[src/hdl/srtf_pkg.sv]
package srtf_pkg;

  // Sizing of the process table and of the time fields.
  localparam int MAX_PROCESSES = 16;
  localparam int TIME_BITS     = 12;
  localparam int IDX_W         = $clog2(MAX_PROCESSES);
  localparam int CNT_W         = $clog2(MAX_PROCESSES + 1);
  localparam int CT_W          = 17;
  localparam int TOT_W         = 22;
  localparam int PROC_W        = 2 * TIME_BITS;

  // Sequencer states.
  typedef enum logic [2:0] {
    ST_LOAD,
    ST_SCAN,
    ST_DECIDE,
    ST_UPDATE,
    ST_OUT_RD,
    ST_OUT_SUB,
    ST_OUT_SUM,
    ST_OUT_WAIT
  } state_e;

  // Outcome of one pass over the process table.
  typedef struct packed {
    logic                 found;
    logic [IDX_W-1:0]     pick;
    logic [TIME_BITS-1:0] best;
    logic                 have_next;
    logic [TIME_BITS-1:0] next_arr;
  } scan_res_t;

endpackage

[src/hdl/srtf_ram.sv]
module srtf_ram #(
  parameter int WIDTH = 8,
  parameter int DEPTH = 16
) (
  input  logic                     clk_i,
  input  logic                     we_i,
  input  logic [$clog2(DEPTH)-1:0] waddr_i,
  input  logic [WIDTH-1:0]         wdata_i,
  input  logic [$clog2(DEPTH)-1:0] raddr_i,
  output logic [WIDTH-1:0]         rdata_o
);

  logic [WIDTH-1:0] mem_q [DEPTH];
  logic [WIDTH-1:0] rdata_q;

  // One write port and one registered read port.
  always_ff @(posedge clk_i) begin
    if (we_i) begin
      mem_q[waddr_i] <= wdata_i;
    end
    rdata_q <= mem_q[raddr_i];
  end

  assign rdata_o = rdata_q;

endmodule

[src/hdl/srtf_scan.sv]
module srtf_scan (
  input  logic                           clk_i,
  input  logic                           rst_ni,
  input  logic                           clear_i,
  input  logic                           en_i,
  input  logic [srtf_pkg::IDX_W-1:0]     idx_i,
  input  logic [srtf_pkg::TIME_BITS-1:0] rem_i,
  input  logic [srtf_pkg::TIME_BITS-1:0] arr_i,
  input  logic [srtf_pkg::CT_W-1:0]      time_i,
  output srtf_pkg::scan_res_t            res_o
);
  import srtf_pkg::*;

  scan_res_t res_q, res_d;
  logic      live;
  logic      arrived;

  assign live    = (rem_i != '0);
  assign arrived = (CT_W'(arr_i) <= time_i);

  // Fold one table entry into the running best pick and next arrival.
  always_comb begin
    res_d = res_q;
    if (clear_i) begin
      res_d.found     = 1'b0;
      res_d.have_next = 1'b0;
    end else if (en_i && live) begin
      if (arrived) begin
        if (!res_q.found || (rem_i < res_q.best)) begin
          res_d.found = 1'b1;
          res_d.best  = rem_i;
          res_d.pick  = idx_i;
        end
      end else if (!res_q.have_next || (arr_i < res_q.next_arr)) begin
        res_d.have_next = 1'b1;
        res_d.next_arr  = arr_i;
      end
    end
  end

  // Running result of the current pass.
  always_ff @(posedge clk_i or negedge rst_ni) begin
    if (!rst_ni) begin
      res_q <= '0;
    end else begin
      res_q <= res_d;
    end
  end

  assign res_o = res_q;

endmodule

[src/hdl/srtf_schedule_simulator_core.sv]
// Shortest-remaining-time-first schedule simulator.
// Input channel (in_valid_i / in_ready_o): one process per transfer, with its
// arrival time and burst time; a burst of zero counts as one. Processes take
// indexes from 0 in load order, up to 16; further ones are dropped. Loading
// runs at one transfer per cycle. The transfer with last_process_i set ends
// the set and starts the simulation; in_ready_o stays low until the run ends.
// Each scheduling step makes one pass over the loaded table through a single
// compare unit: one read per process, then a drain of the read and compare
// registers, one decide state and one update state; an idle gap skips straight
// to the next arrival. A run of n processes has at most about 2n steps, since
// each step ends at an arrival or a completion.
// Results then leave on the output channel (out_valid_o / out_ready_i) in
// index order, one at a time once the one before is taken; the last one
// carries last_result_o and the totals. A stalled receiver holds the result
// register and freezes the block. Reset empties the set and returns the
// block to loading; the table contents are not cleared.
module srtf_schedule_simulator_core (
  input  logic                           clk_i,
  input  logic                           rst_ni,
  input  logic                           in_valid_i,
  output logic                           in_ready_o,
  input  logic [srtf_pkg::TIME_BITS-1:0] arrival_time_i,
  input  logic [srtf_pkg::TIME_BITS-1:0] burst_time_i,
  input  logic                           last_process_i,
  output logic                           out_valid_o,
  input  logic                           out_ready_i,
  output logic [srtf_pkg::IDX_W-1:0]     process_index_o,
  output logic [srtf_pkg::CT_W-1:0]      completion_time_o,
  output logic [srtf_pkg::CT_W-1:0]      turnaround_time_o,
  output logic [srtf_pkg::CT_W-1:0]      waiting_time_o,
  output logic [srtf_pkg::TOT_W-1:0]     total_turnaround_o,
  output logic [srtf_pkg::TOT_W-1:0]     total_waiting_o,
  output logic                           last_result_o
);
  import srtf_pkg::*;

  state_e state_q, state_d;

  logic [CNT_W-1:0]     loaded_q, loaded_d;
  logic [CNT_W-1:0]     n_q, n_d;
  logic [CNT_W-1:0]     fin_q, fin_d;
  logic [CNT_W-1:0]     cnt_q, cnt_d;
  logic                 pend_q, pend_d;
  logic [IDX_W-1:0]     didx_q, didx_d;
  logic [CT_W-1:0]      time_q, time_d;
  logic [TIME_BITS-1:0] run_q, run_d;
  logic [IDX_W-1:0]     out_idx_q, out_idx_d;
  logic [CT_W-1:0]      tat_q, tat_d;
  logic [TOT_W-1:0]     tot_tat_q, tot_tat_d;
  logic [TOT_W-1:0]     tot_wt_q, tot_wt_d;
  logic                 out_valid_q, out_valid_d;
  logic [CT_W-1:0]      cmp_out_q, cmp_out_d;
  logic [CT_W-1:0]      tat_out_q, tat_out_d;
  logic [CT_W-1:0]      wt_out_q, wt_out_d;
  logic [TOT_W-1:0]     tot_tat_out_q, tot_tat_out_d;
  logic [TOT_W-1:0]     tot_wt_out_q, tot_wt_out_d;
  logic                 last_out_q, last_out_d;

  // Table memories and their ports.
  logic                 proc_we, rem_we, cmp_we;
  logic [IDX_W-1:0]     rem_waddr, raddr;
  logic [PROC_W-1:0]    proc_wdata, proc_rdata;
  logic [TIME_BITS-1:0] rem_wdata, rem_rdata;
  logic [CT_W-1:0]      cmp_rdata;
  logic [TIME_BITS-1:0] arr_rd, bur_rd;
  logic [TIME_BITS-1:0] bur_in;

  // Scan unit control and result.
  logic      scan_clear, scan_en;
  scan_res_t scan;

  // Datapath terms.
  logic [CT_W-1:0]      gap;
  logic [TIME_BITS-1:0] new_rem;
  logic [CT_W-1:0]      time_next;
  logic [CT_W-1:0]      wt_now;
  logic                 in_xfer, out_xfer, is_last_idx;

  assign arr_rd      = proc_rdata[PROC_W-1:TIME_BITS];
  assign bur_rd      = proc_rdata[TIME_BITS-1:0];
  assign bur_in      = (burst_time_i == '0) ? TIME_BITS'(1) : burst_time_i;
  assign in_xfer     = in_valid_i && in_ready_o;
  assign out_xfer    = out_valid_q && out_ready_i;
  assign gap         = CT_W'(scan.next_arr) - time_q;
  assign new_rem     = scan.best - run_q;
  assign time_next   = time_q + CT_W'(run_q);
  assign wt_now      = tat_q - CT_W'(bur_rd);
  assign is_last_idx = ((CNT_W'(out_idx_q) + CNT_W'(1)) == n_q);

  assign proc_wdata = {arrival_time_i, bur_in};
  assign rem_wdata  = (state_q == ST_LOAD) ? bur_in : new_rem;
  assign rem_waddr  = (state_q == ST_LOAD) ? loaded_q[IDX_W-1:0] : scan.pick;
  assign raddr      = (state_q == ST_SCAN) ? cnt_q[IDX_W-1:0] : out_idx_q;

  // Sequencer: load, scan and step the schedule, then stream results.
  always_comb begin
    state_d       = state_q;
    loaded_d      = loaded_q;
    n_d           = n_q;
    fin_d         = fin_q;
    cnt_d         = cnt_q;
    pend_d        = 1'b0;
    didx_d        = cnt_q[IDX_W-1:0];
    time_d        = time_q;
    run_d         = run_q;
    out_idx_d     = out_idx_q;
    tat_d         = tat_q;
    tot_tat_d     = tot_tat_q;
    tot_wt_d      = tot_wt_q;
    out_valid_d   = out_valid_q;
    cmp_out_d     = cmp_out_q;
    tat_out_d     = tat_out_q;
    wt_out_d      = wt_out_q;
    tot_tat_out_d = tot_tat_out_q;
    tot_wt_out_d  = tot_wt_out_q;
    last_out_d    = last_out_q;
    proc_we       = 1'b0;
    rem_we        = 1'b0;
    cmp_we        = 1'b0;
    scan_clear    = 1'b0;
    scan_en       = 1'b0;
    in_ready_o    = 1'b0;

    case (state_q)
      ST_LOAD: begin
        in_ready_o = 1'b1;
        if (in_xfer) begin
          if (loaded_q < CNT_W'(MAX_PROCESSES)) begin
            proc_we  = 1'b1;
            rem_we   = 1'b1;
            loaded_d = loaded_q + CNT_W'(1);
          end
          if (last_process_i) begin
            n_d        = loaded_d;
            fin_d      = '0;
            time_d     = '0;
            cnt_d      = '0;
            scan_clear = 1'b1;
            state_d    = ST_SCAN;
          end
        end
      end

      // Issue one read per cycle; the scan unit sees the data in the cycle after.
      ST_SCAN: begin
        scan_en = pend_q;
        if (cnt_q < n_q) begin
          pend_d = 1'b1;
          cnt_d  = cnt_q + CNT_W'(1);
        end else if (!pend_q) begin
          state_d = ST_DECIDE;
        end
      end

      // Either jump over an idle gap or size the next run.
      ST_DECIDE: begin
        if (!scan.found) begin
          time_d     = CT_W'(scan.next_arr);
          cnt_d      = '0;
          scan_clear = 1'b1;
          state_d    = ST_SCAN;
        end else begin
          if (scan.have_next && (gap < CT_W'(scan.best))) begin
            run_d = gap[TIME_BITS-1:0];
          end else begin
            run_d = scan.best;
          end
          state_d = ST_UPDATE;
        end
      end

      ST_UPDATE: begin
        rem_we     = 1'b1;
        time_d     = time_next;
        cnt_d      = '0;
        scan_clear = 1'b1;
        state_d    = ST_SCAN;
        if (new_rem == '0) begin
          cmp_we = 1'b1;
          fin_d  = fin_q + CNT_W'(1);
          if (fin_d == n_q) begin
            out_idx_d = '0;
            tot_tat_d = '0;
            tot_wt_d  = '0;
            state_d   = ST_OUT_RD;
          end
        end
      end

      ST_OUT_RD: begin
        state_d = ST_OUT_SUB;
      end

      ST_OUT_SUB: begin
        tat_d   = cmp_rdata - CT_W'(arr_rd);
        state_d = ST_OUT_SUM;
      end

      // Build the result and fold it into the totals.
      ST_OUT_SUM: begin
        tot_tat_d   = tot_tat_q + TOT_W'(tat_q);
        tot_wt_d    = tot_wt_q + TOT_W'(wt_now);
        cmp_out_d   = cmp_rdata;
        tat_out_d   = tat_q;
        wt_out_d    = wt_now;
        last_out_d  = is_last_idx;
        out_valid_d = 1'b1;
        if (is_last_idx) begin
          tot_tat_out_d = tot_tat_d;
          tot_wt_out_d  = tot_wt_d;
        end else begin
          tot_tat_out_d = '0;
          tot_wt_out_d  = '0;
        end
        state_d = ST_OUT_WAIT;
      end

      ST_OUT_WAIT: begin
        if (out_xfer) begin
          out_valid_d = 1'b0;
          if (last_out_q) begin
            loaded_d = '0;
            fin_d    = '0;
            time_d   = '0;
            state_d  = ST_LOAD;
          end else begin
            out_idx_d = out_idx_q + IDX_W'(1);
            state_d   = ST_OUT_RD;
          end
        end
      end

      default: begin
        state_d = ST_LOAD;
      end
    endcase
  end

  // Control state.
  always_ff @(posedge clk_i or negedge rst_ni) begin
    if (!rst_ni) begin
      state_q     <= ST_LOAD;
      loaded_q    <= '0;
      n_q         <= '0;
      fin_q       <= '0;
      cnt_q       <= '0;
      pend_q      <= 1'b0;
      time_q      <= '0;
      out_idx_q   <= '0;
      out_valid_q <= 1'b0;
      last_out_q  <= 1'b0;
    end else begin
      state_q     <= state_d;
      loaded_q    <= loaded_d;
      n_q         <= n_d;
      fin_q       <= fin_d;
      cnt_q       <= cnt_d;
      pend_q      <= pend_d;
      time_q      <= time_d;
      out_idx_q   <= out_idx_d;
      out_valid_q <= out_valid_d;
      last_out_q  <= last_out_d;
    end
  end

  // Datapath registers.
  always_ff @(posedge clk_i) begin
    didx_q        <= didx_d;
    run_q         <= run_d;
    tat_q         <= tat_d;
    tot_tat_q     <= tot_tat_d;
    tot_wt_q      <= tot_wt_d;
    cmp_out_q     <= cmp_out_d;
    tat_out_q     <= tat_out_d;
    wt_out_q      <= wt_out_d;
    tot_tat_out_q <= tot_tat_out_d;
    tot_wt_out_q  <= tot_wt_out_d;
  end

  srtf_ram #(
    .WIDTH (PROC_W),
    .DEPTH (MAX_PROCESSES)
  ) u_proc_ram (
    .clk_i   (clk_i),
    .we_i    (proc_we),
    .waddr_i (loaded_q[IDX_W-1:0]),
    .wdata_i (proc_wdata),
    .raddr_i (raddr),
    .rdata_o (proc_rdata)
  );

  srtf_ram #(
    .WIDTH (TIME_BITS),
    .DEPTH (MAX_PROCESSES)
  ) u_rem_ram (
    .clk_i   (clk_i),
    .we_i    (rem_we),
    .waddr_i (rem_waddr),
    .wdata_i (rem_wdata),
    .raddr_i (raddr),
    .rdata_o (rem_rdata)
  );

  srtf_ram #(
    .WIDTH (CT_W),
    .DEPTH (MAX_PROCESSES)
  ) u_cmp_ram (
    .clk_i   (clk_i),
    .we_i    (cmp_we),
    .waddr_i (scan.pick),
    .wdata_i (time_next),
    .raddr_i (raddr),
    .rdata_o (cmp_rdata)
  );

  srtf_scan u_scan (
    .clk_i   (clk_i),
    .rst_ni  (rst_ni),
    .clear_i (scan_clear),
    .en_i    (scan_en),
    .idx_i   (didx_q),
    .rem_i   (rem_rdata),
    .arr_i   (arr_rd),
    .time_i  (time_q),
    .res_o   (scan)
  );

  assign out_valid_o        = out_valid_q;
  assign process_index_o    = out_idx_q;
  assign completion_time_o  = cmp_out_q;
  assign turnaround_time_o  = tat_out_q;
  assign waiting_time_o     = wt_out_q;
  assign total_turnaround_o = tot_tat_out_q;
  assign total_waiting_o    = tot_wt_out_q;
  assign last_result_o      = last_out_q;

  // A result is never offered while the block takes new processes.
  a_no_overlap: assert property (@(posedge clk_i) disable iff (!rst_ni)
    out_valid_o |-> !in_ready_o)
    else $error("result offered while loading");

  // The finished count never passes the size of the set.
  a_fin_bound: assert property (@(posedge clk_i) disable iff (!rst_ni)
    fin_q <= n_q)
    else $error("more processes finished than loaded");

  // The final result belongs to the highest loaded index.
  a_last_index: assert property (@(posedge clk_i) disable iff (!rst_ni)
    (out_valid_o && last_result_o) |-> (CNT_W'(process_index_o) + CNT_W'(1) == n_q))
    else $error("final result at wrong index");

  // Taking the final result returns the block to loading.
  a_back_to_load: assert property (@(posedge clk_i) disable iff (!rst_ni)
    (out_valid_o && out_ready_i && last_result_o) |=> (in_ready_o && !out_valid_o))
    else $error("block did not return to loading after the run");

endmodule
[config.mk]
export PLATFORM = sky130hd
export DESIGN_NAME = srtf_schedule_simulator_core
export DESIGN_NICKNAME = d
export VERILOG_FILES = /design/src/hdl/srtf_pkg.sv /design/src/hdl/srtf_ram.sv /design/src/hdl/srtf_scan.sv /design/src/hdl/srtf_schedule_simulator_core.sv
export SDC_FILE = /design/constraint.sdc
export NUM_CORES = 2
export LEC_CHECK = 0
export BUFFER_PORTS_ARGS = -buffer_cell sky130_fd_sc_hd__buf_2
export CAP_MARGIN = 40
export CORE_MARGIN = 5
export CORE_UTILIZATION = 40
export CTS_CLUSTER_SIZE = 24
export DETAILED_ROUTE_END_ITERATION = 8
export HOLD_SLACK_MARGIN = 0.1
export SLEW_MARGIN = 10
export SYNTH_ARGS = -nofsm -noshare
export SYNTH_HDL_FRONTEND = slang
export SYNTH_SLANG_ARGS = --single-unit
[constraint.sdc]
create_clock -name clk_i -period 10.85 [get_ports clk_i]
set_input_delay 1.6275 -clock clk_i [delete_from_list [all_inputs] [get_ports clk_i]]
set_output_delay 1.6275 -clock clk_i [all_outputs]
set_load 0.02 [all_outputs]
# [Word-level counts from Yosys, hierarchy flattened]
# Memory sizes are Yosys's and may differ from the RTL's. A register that Yosys moved wholly into a read port is not among the register bits.
# Index checks and enable logic that the tools add are counted.
[word_totals] reg_bits=249 ram_bits=848 input_bits=29 output_inout_bits=102 wordCells=177 mem_count=3
[memory_table] name="u_proc_ram.mem_q" words=16 word_bits=24 read_ports=1 rd_clocked_by_memory_dff=1 wr=1 line_no="srtf_ram.sv:13" rtl="logic [WIDTH-1:0] mem_q [DEPTH];"
[memory_table] name="u_cmp_ram.mem_q" words=16 word_bits=17 read_ports=1 rd_clocked_by_memory_dff=1 wr=1 line_no="srtf_ram.sv:13"
[memory_table] name="u_rem_ram.mem_q" words=16 word_bits=12 read_ports=1 rd_clocked_by_memory_dff=1 wr=1 line_no="srtf_ram.sv:13"
[classes] n_addsub=12 n_lt_le_gt_ge=6 n_eq_ne=21 mux=71 n_bitwise=2 reduce_logical=37
[ops] operator="two-way mux 17 bit" count=7
[ops] operator="one-hot mux 22 bit (2 select lines)" count=2
[ops] operator="one-hot mux 17 bit (4 select lines)" count=1
[ops] operator="two-way mux 5 bit" count=9
[ops] operator="adder 22 x 17 -> 22 bit" count=2
[ops] operator="two-way mux 22 bit" count=2
[ops] operator="two-way mux 12 bit" count=3
[ops] operator="subtractor 17 x 12 -> 17 bit" count=2
[ops] operator="two-way mux 30 bit" count=1
[ops] operator="two-way mux 13 bit" count=2
[ops] operator="zero test 12 bit" count=2
[ops] operator="less-than comparator 12 bit" count=2
[ops] operator="two-way mux 3 bit" count=8
[ops] operator="two-way mux 4 bit" count=6
[ops] operator="one-hot mux 3 bit (8 select lines)" count=1
[ops] operator="!= test 2 bit (second input constant)" count=11
[ops] operator="two-way mux 1 bit" count=21
[ops] operator="one-hot mux 5 bit (4 select lines)" count=1
[ops] operator="adder 17 x 12 -> 17 bit" count=1
[ops] operator="<= comparator 12 x 17 -> 1 bit" count=1
[ops] operator="less-than comparator 17 x 12 -> 1 bit" count=1
[ops] operator="subtractor 12 x 17 -> 17 bit" count=1
[ops] operator="nonzero test 2 bit" count=8
[ops] operator="adder 5 x 1 -> 5 bit (second input constant)" count=3
[ops] operator="other kinds (29)" count=51

# [Depth between registers and ports, before layout]
[depth] word_depth=7 mapped_depth=19 depth_no_buf=19

# [By module]
# From an unflattened synthesis, not the netlist that was laid out.
[hier_totals] hier_cells=2980 hier_area_um2=49075.8
[modules_own_cells] mod="srtf_ram (u_proc_ram)" n_inst=1 cells_each=636 area_per_inst_um2=14930.6 seq_area_each_um2=12011.5
[modules_own_cells] mod="srtf_schedule_simulator_core" n_inst=1 cells_each=1366 area_per_inst_um2=13768.2 seq_area_each_um2=6301.0
[modules_own_cells] mod="srtf_ram (u_cmp_ram)" n_inst=1 cells_each=458 area_per_inst_um2=10637.7 seq_area_each_um2=8508.2
[modules_own_cells] mod="srtf_ram (u_rem_ram)" n_inst=1 cells_each=329 area_per_inst_um2=7599.8 seq_area_each_um2=6005.8
[modules_own_cells] mod="srtf_scan" n_inst=1 cells_each=191 area_per_inst_um2=2139.6 seq_area_each_um2=750.7

# [Worst setup path before layout]
# No wires, ideal clock.
[synth_path] path_kind="flip-flop to flip-flop" start="register u_scan.res_q (netlist bit u_scan.res_o[13])" end="register tot_tat_q[0] (enable)" setup_ns=0.506 arrival_time_ns=5.836 t_required_ns=10.344 slack_ns=4.507 path_stages_with_launch=11 n_path_buf=0 period_less_slack_ns=6.343 cell_sequence="dfrtp_1 > inv_1 > ha_1 > inv_1 > fa_1 > xor2_1 > or3b_2 > a2111oi_0 > nand4_2 > or4_4 > o21ai_0"
[synth_between] elab_chain_cells=4
[synth_lines] element="from (decl)" line_no="srtf_scan.sv:14" rtl="scan_res_t res_q, res_d;"
[synth_lines] element="from (signal assigned)" line_no="srtf_scan.sv:46" rtl="res_q <= res_d;"
[synth_lines] element="subtractor 12 bit" line_no="srtf_schedule_simulator_core.sv:85" rtl="assign new_rem = scan.best - run_q;"
[synth_lines] element="zero test 12 bit" line_no="srtf_schedule_simulator_core.sv:178" rtl="if (new_rem == '0) begin"
[synth_lines] element="!= test 2 bit (no line)"
[synth_lines] element="AND reduction 3 bit (no line)"
[synth_lines] element="to (signal assigned)" line_no="srtf_schedule_simulator_core.sv:271" rtl="tot_tat_q <= tot_tat_d;"
[synth_lines] element="to (decl)" line_no="srtf_schedule_simulator_core.sv:49" rtl="logic [TOT_W-1:0] tot_tat_q, tot_tat_d;"
# No other way between the ends.
# A chain may end at the register's enable or synchronous reset.

# [Worst setup path in the final report]
[layout_path] start="register tat_q[0]" end="register tot_wt_q[16] (data pin)"
[layout_between] elab_chain_cells=3
[layout_lines] element="from (decl)" line_no="srtf_schedule_simulator_core.sv:48" rtl="logic [CT_W-1:0] tat_q, tat_d;"
[layout_lines] element="from (signal assigned)" line_no="srtf_schedule_simulator_core.sv:270" rtl="tat_q <= tat_d;"
[layout_lines] element="subtractor 17 x 12 -> 17 bit" line_no="srtf_schedule_simulator_core.sv:87" rtl="assign wt_now = tat_q - CT_W'(bur_rd);"
[layout_lines] element="via wt_now[6]" line_no="srtf_schedule_simulator_core.sv:76" rtl="logic [CT_W-1:0] wt_now;"
[layout_lines] element="adder 22 x 17 -> 22 bit" line_no="srtf_schedule_simulator_core.sv:202" rtl="tot_wt_d = tot_wt_q + TOT_W'(wt_now);"
[layout_lines] element="one-hot mux 22 bit (2 select lines)" line_no="srtf_schedule_simulator_core.sv:124" rtl="case (state_q)"
[layout_lines] element="to (signal assigned)" line_no="srtf_schedule_simulator_core.sv:272" rtl="tot_wt_q <= tot_wt_d;"
[layout_lines] element="to (decl)" line_no="srtf_schedule_simulator_core.sv:50" rtl="logic [TOT_W-1:0] tot_wt_q, tot_wt_d;"
# The timed path passes the listed nets, and every way through them passes these cells.

==> impl_metrics.env <==
export IMPL_ys_warn_count=0
export IMPL_cp_max_fo=4
export IMPL_status="complete, no violations"
export IMPL_critPathSlowestCell="o41ai_1"
export IMPL_clkTransAtPathRegs_ns=0.06
export IMPL_synth_cell_type_count=81
export IMPL_drive_gt1_frac=0.2211
export IMPL_dieArea_sq_um=129800
export IMPL_antenna_left=0
export IMPL_grt_max_degree=123
export IMPL_finalSetupViolCount=0
export IMPL_cap_violations=0
export IMPL_die_w_microns=360.3
export IMPL_syn_nets=3226
export IMPL_io_pin_count=131
export IMPL_totalWireLength_mm=118.3
export IMPL_tightestPinTransition_ns=0.9715
export IMPL_met3_usage=0.03126
export IMPL_cp_buffers_inverters=2
export IMPL_first_pass_iters=6
export IMPL_netlist_area_sq_um=49080
export IMPL_cts_buffers=115
export IMPL_cts_sinks=1150
export IMPL_endpoint_kind="flop"
export IMPL_fmax_mhz=211.9
export IMPL_port_buffers=130
export IMPL_tns_ns=0
export IMPL_grt_setup_unrepaired="no"
export IMPL_wire_per_inst_microns=23.74
export IMPL_core_sq_um=121900
export IMPL_htreeDepth=3
export IMPL_dpl_instance_area_sq_um=52720
export IMPL_required_ns=11.29
export IMPL_post_cts_resized=0
export IMPL_num_vias=27270
export IMPL_dr_first_iter_drc_count=2394
export IMPL_antenna_found_initial=3
export IMPL_cts_tree="built"
export IMPL_die_height_microns=360.3
export IMPL_cp_arrival_ns=5.16
export IMPL_initial_utilization=0.4027
export IMPL_path_cells="inv_1 > ha_1 > inv_1 > fa_1 > a21o_1 > a21oi_1 > nand2b_1 > nand2b_1 > a21oi_1 > xnor2_1 > ha_1 > a21oi_1 > o211ai_1 > and2_1 > o41ai_1 > o2111ai_1 > a21oi_1 > xor2_1 > nor2_1"
export IMPL_start_kind="flop"
export IMPL_synth_seq_cells=1150
export IMPL_fill_cells=10376
export IMPL_period_share=0.4349
export IMPL_skew_ns=0.06502
export IMPL_use_met1=0.2553
export IMPL_layout_min_cycle_time_ns=4.719
export IMPL_max_stage_delay_ns=0.76
export IMPL_power_density_nw_per_um2=317.8
export IMPL_rows=128
export IMPL_synth_seq_area_share=0.6841
export IMPL_final_hold_violation_count=0
export IMPL_avgSynthCellArea_sq_um=16.14
export IMPL_cts_root_buffer="clkbuf_16"
export IMPL_top_usage_layer="met2"
export IMPL_ys_flop_type="edfxtp_1"
export IMPL_final_nets=3439
export IMPL_power_w=0.01801
export IMPL_synth_edff_count=1016
export IMPL_vias_per_cell=5.473
export IMPL_cts_setup_buffers=0
export IMPL_worstSkewPairLatency_ns=0.73
export IMPL_grt_pass1_wl_mm=177.4
export IMPL_p_leak_nw=19.64
export IMPL_clk_path_buf_depth=3
export IMPL_grt_pass1_vias=27273
export IMPL_syn_to_final_growth_pct=15.44
export IMPL_crit_family="compound AO/OA/AOI/OAI gates"
export IMPL_place_gp_congestion=0.8287
export IMPL_use_met2=0.2921
export IMPL_irDropWorstVdd_mv=0.2431
export IMPL_finalInstanceArea_sq_um=56660
export IMPL_hpwl_mm=78.46
export IMPL_grt_total_usage=0.1799
export IMPL_cts_hold_buf=0
export IMPL_hold_path_class="flop to flop"
export IMPL_drv_slew=0
export IMPL_gr_total_overflow=0
export IMPL_route_detailed_drc=0
export IMPL_critical_path_class="flop to flop"
export IMPL_worst_slew_margin_rel=0.3523
export IMPL_synthArstFlopShare=0.06696
export IMPL_postSynthCellCount=3041
export IMPL_cpMostUsedCell="a21oi_1"
==> routing by layer <==
| metal | up-vias | wire (microns) |
|---|---|---|
| met1 | 14025 | 52420 |
| met5 | - | 0 |
| met2 | 849 | 56020 |
| li1 | 12253 | - |
| met3 | 143 | 7405 |
| met4 | 0 | 2445 |
==> placed cells by master (no fill, tap or decap), drive strengths merged, types with 7 or more instances in the layout <==
cell / n
edfxtp: 1016
buf: 226
nor2: 217
mux4: 212
nand2: 200
clkbuf: 159
ha: 149
inv: 121
a21oi: 91
dfrtp: 77
a31oi: 69
a211oi: 67
and2: 64
o21ai: 62
xnor2: 62
dfxtp: 57
xor2: 45
clkinv: 39
a21o: 37
nor3: 36
mux2: 33
nand3: 33
nand2b: 24
mux2i: 22
or3: 18
nor2b: 14
and3: 14
a21boi: 13
o21a: 12
a221o: 12
clkinvlp: 10
nor4: 10
bufinv: 9
or2: 8
a22o: 8
a31o: 8
o2111ai: 8
nand3b: 7
fa: 7
==> metrics by stage <==
step,utilization,hold slack [ns],setup slack (ns),std cells
floorplan,-,0.4082,4.507,3041
global placement,0.4261,0.4451,6.144,4712
detailed placement,0.4326,0.4519,6.123,4760
CTS,0.4648,0.4611,6.100,4979
global route,0.4649,0.4909,5.705,4981
finish,0.4649,0.4546,6.131,4983
==> cells by family (layout without fill, tap and decap cells) <==
family	count (synthesis)	in the layout	share of synthesized area
AO/OA/AOI/OAI	446	446	0.06179
XOR/XNOR	107	107	0.01909
adder cells (fa/ha/maj)	156	156	0.04084
buffers and inverters	249	564	0.02093
flip-flops	1150	1150	0.6841
multiplexers	267	267	0.1093
other	0	2	0
AND/OR/NAND/NOR	666	666	0.06396
==> state kept, by name (all words and copies together), names as in the netlist, 22 cells and up <==
| name | flops |
|---|---|
| u_proc_ram.mem_q | 384 |
| u_rem_ram.mem_q | 192 |
| u_cmp_ram.mem_q | 272 |
| tot_wt_q | 22 |
| total_turnaround_o | 22 |
| u_scan.res_o | 30 |
| tot_tat_q | 22 |
| u_proc_ram.rdata_o | 24 |
| total_waiting_o | 22 |
==> final timing paths <==
path	from	endpoint	slack, ns	depth (start not counted)
max	tat_q[0]	tot_wt_q[16]	6.13	19
min reg2reg	didx_q[1]	u_scan.res_o[26]	0.45	1
max reg2reg	tat_q[0]	tot_wt_q[16]	6.13	19
min	didx_q[1]	u_scan.res_o[26]	0.45	1
min in group asynchronous	rst_ni	out_valid_o	0.84	1
max in group asynchronous	rst_ni	u_scan.res_o[16]	8.88	2
==> cell usage after synthesis (5+ instances only) <==
cell type | instances | area, sq um
edfxtp_1 | 1016 | 30510
nor2_1 | 216 | 810.8
mux4_2 | 212 | 4775
nand2_1 | 200 | 750.7
ha_1 | 149 | 1864
inv_1 | 117 | 439.2
a21oi_1 | 90 | 450.4
clkbuf_1 | 80 | 300.3
dfrtp_1 | 77 | 1927
a31oi_1 | 69 | 431.7
a211oi_1 | 66 | 495.5
and2_1 | 63 | 394.1
xnor2_1 | 62 | 543.0
o21ai_0 | 60 | 300.3
dfxtp_1 | 57 | 1141
xor2_1 | 45 | 394.1
a21o_1 | 37 | 277.8
nor3_1 | 35 | 175.2
mux2_2 | 33 | 371.6
buf_2 | 29 | 145.1
nand3_1 | 29 | 145.1
nand2b_1 | 23 | 143.9
mux2i_1 | 22 | 220.2
or3_1 | 18 | 112.6
and3_1 | 14 | 87.58
nor2b_1 | 14 | 87.58
a21boi_0 | 13 | 97.59
a221o_1 | 12 | 120.1
o21a_1 | 12 | 90.09
buf_4 | 11 | 82.58
buf_1 | 10 | 37.54
nor4_1 | 9 | 56.30
a22o_1 | 8 | 70.07
a31o_2 | 8 | 70.07
o2111ai_1 | 8 | 70.07
or2_2 | 8 | 50.05
fa_1 | 7 | 140.1
nand3b_1 | 7 | 52.55
o211ai_1 | 6 | 45.04
o21bai_1 | 6 | 45.04
o31ai_1 | 6 | 45.04
a2111oi_0 | 5 | 43.79
==> cell type report <==
type / count / area [sq um] / share of cell area
multi-input combinational: 1642 / 14840 / 0.2620
clock inverter: 62 / 671.9 / 0.01186
inverter: 117 / 441.7 / 0.007795
sequential: 1150 / 33580 / 0.5926
clock buffer: 157 / 3249 / 0.05734
timing repair buffer: 228 / 1842 / 0.03250
tap: 1625 / 2033 / 0.03588
antenna: 2 / 5.005 / 0.00008832
==> power breakdown <==
group          leakage, nW  internal [W]  switching, W  total [W]
logic                 7.09       0.00311       0.00454    0.00765
registers             10.7       0.00583      0.000488    0.00632
clock network         1.89       0.00233       0.00172    0.00404
total                 19.6        0.0113       0.00674     0.0180
Power figures use the tool's default switching activity.
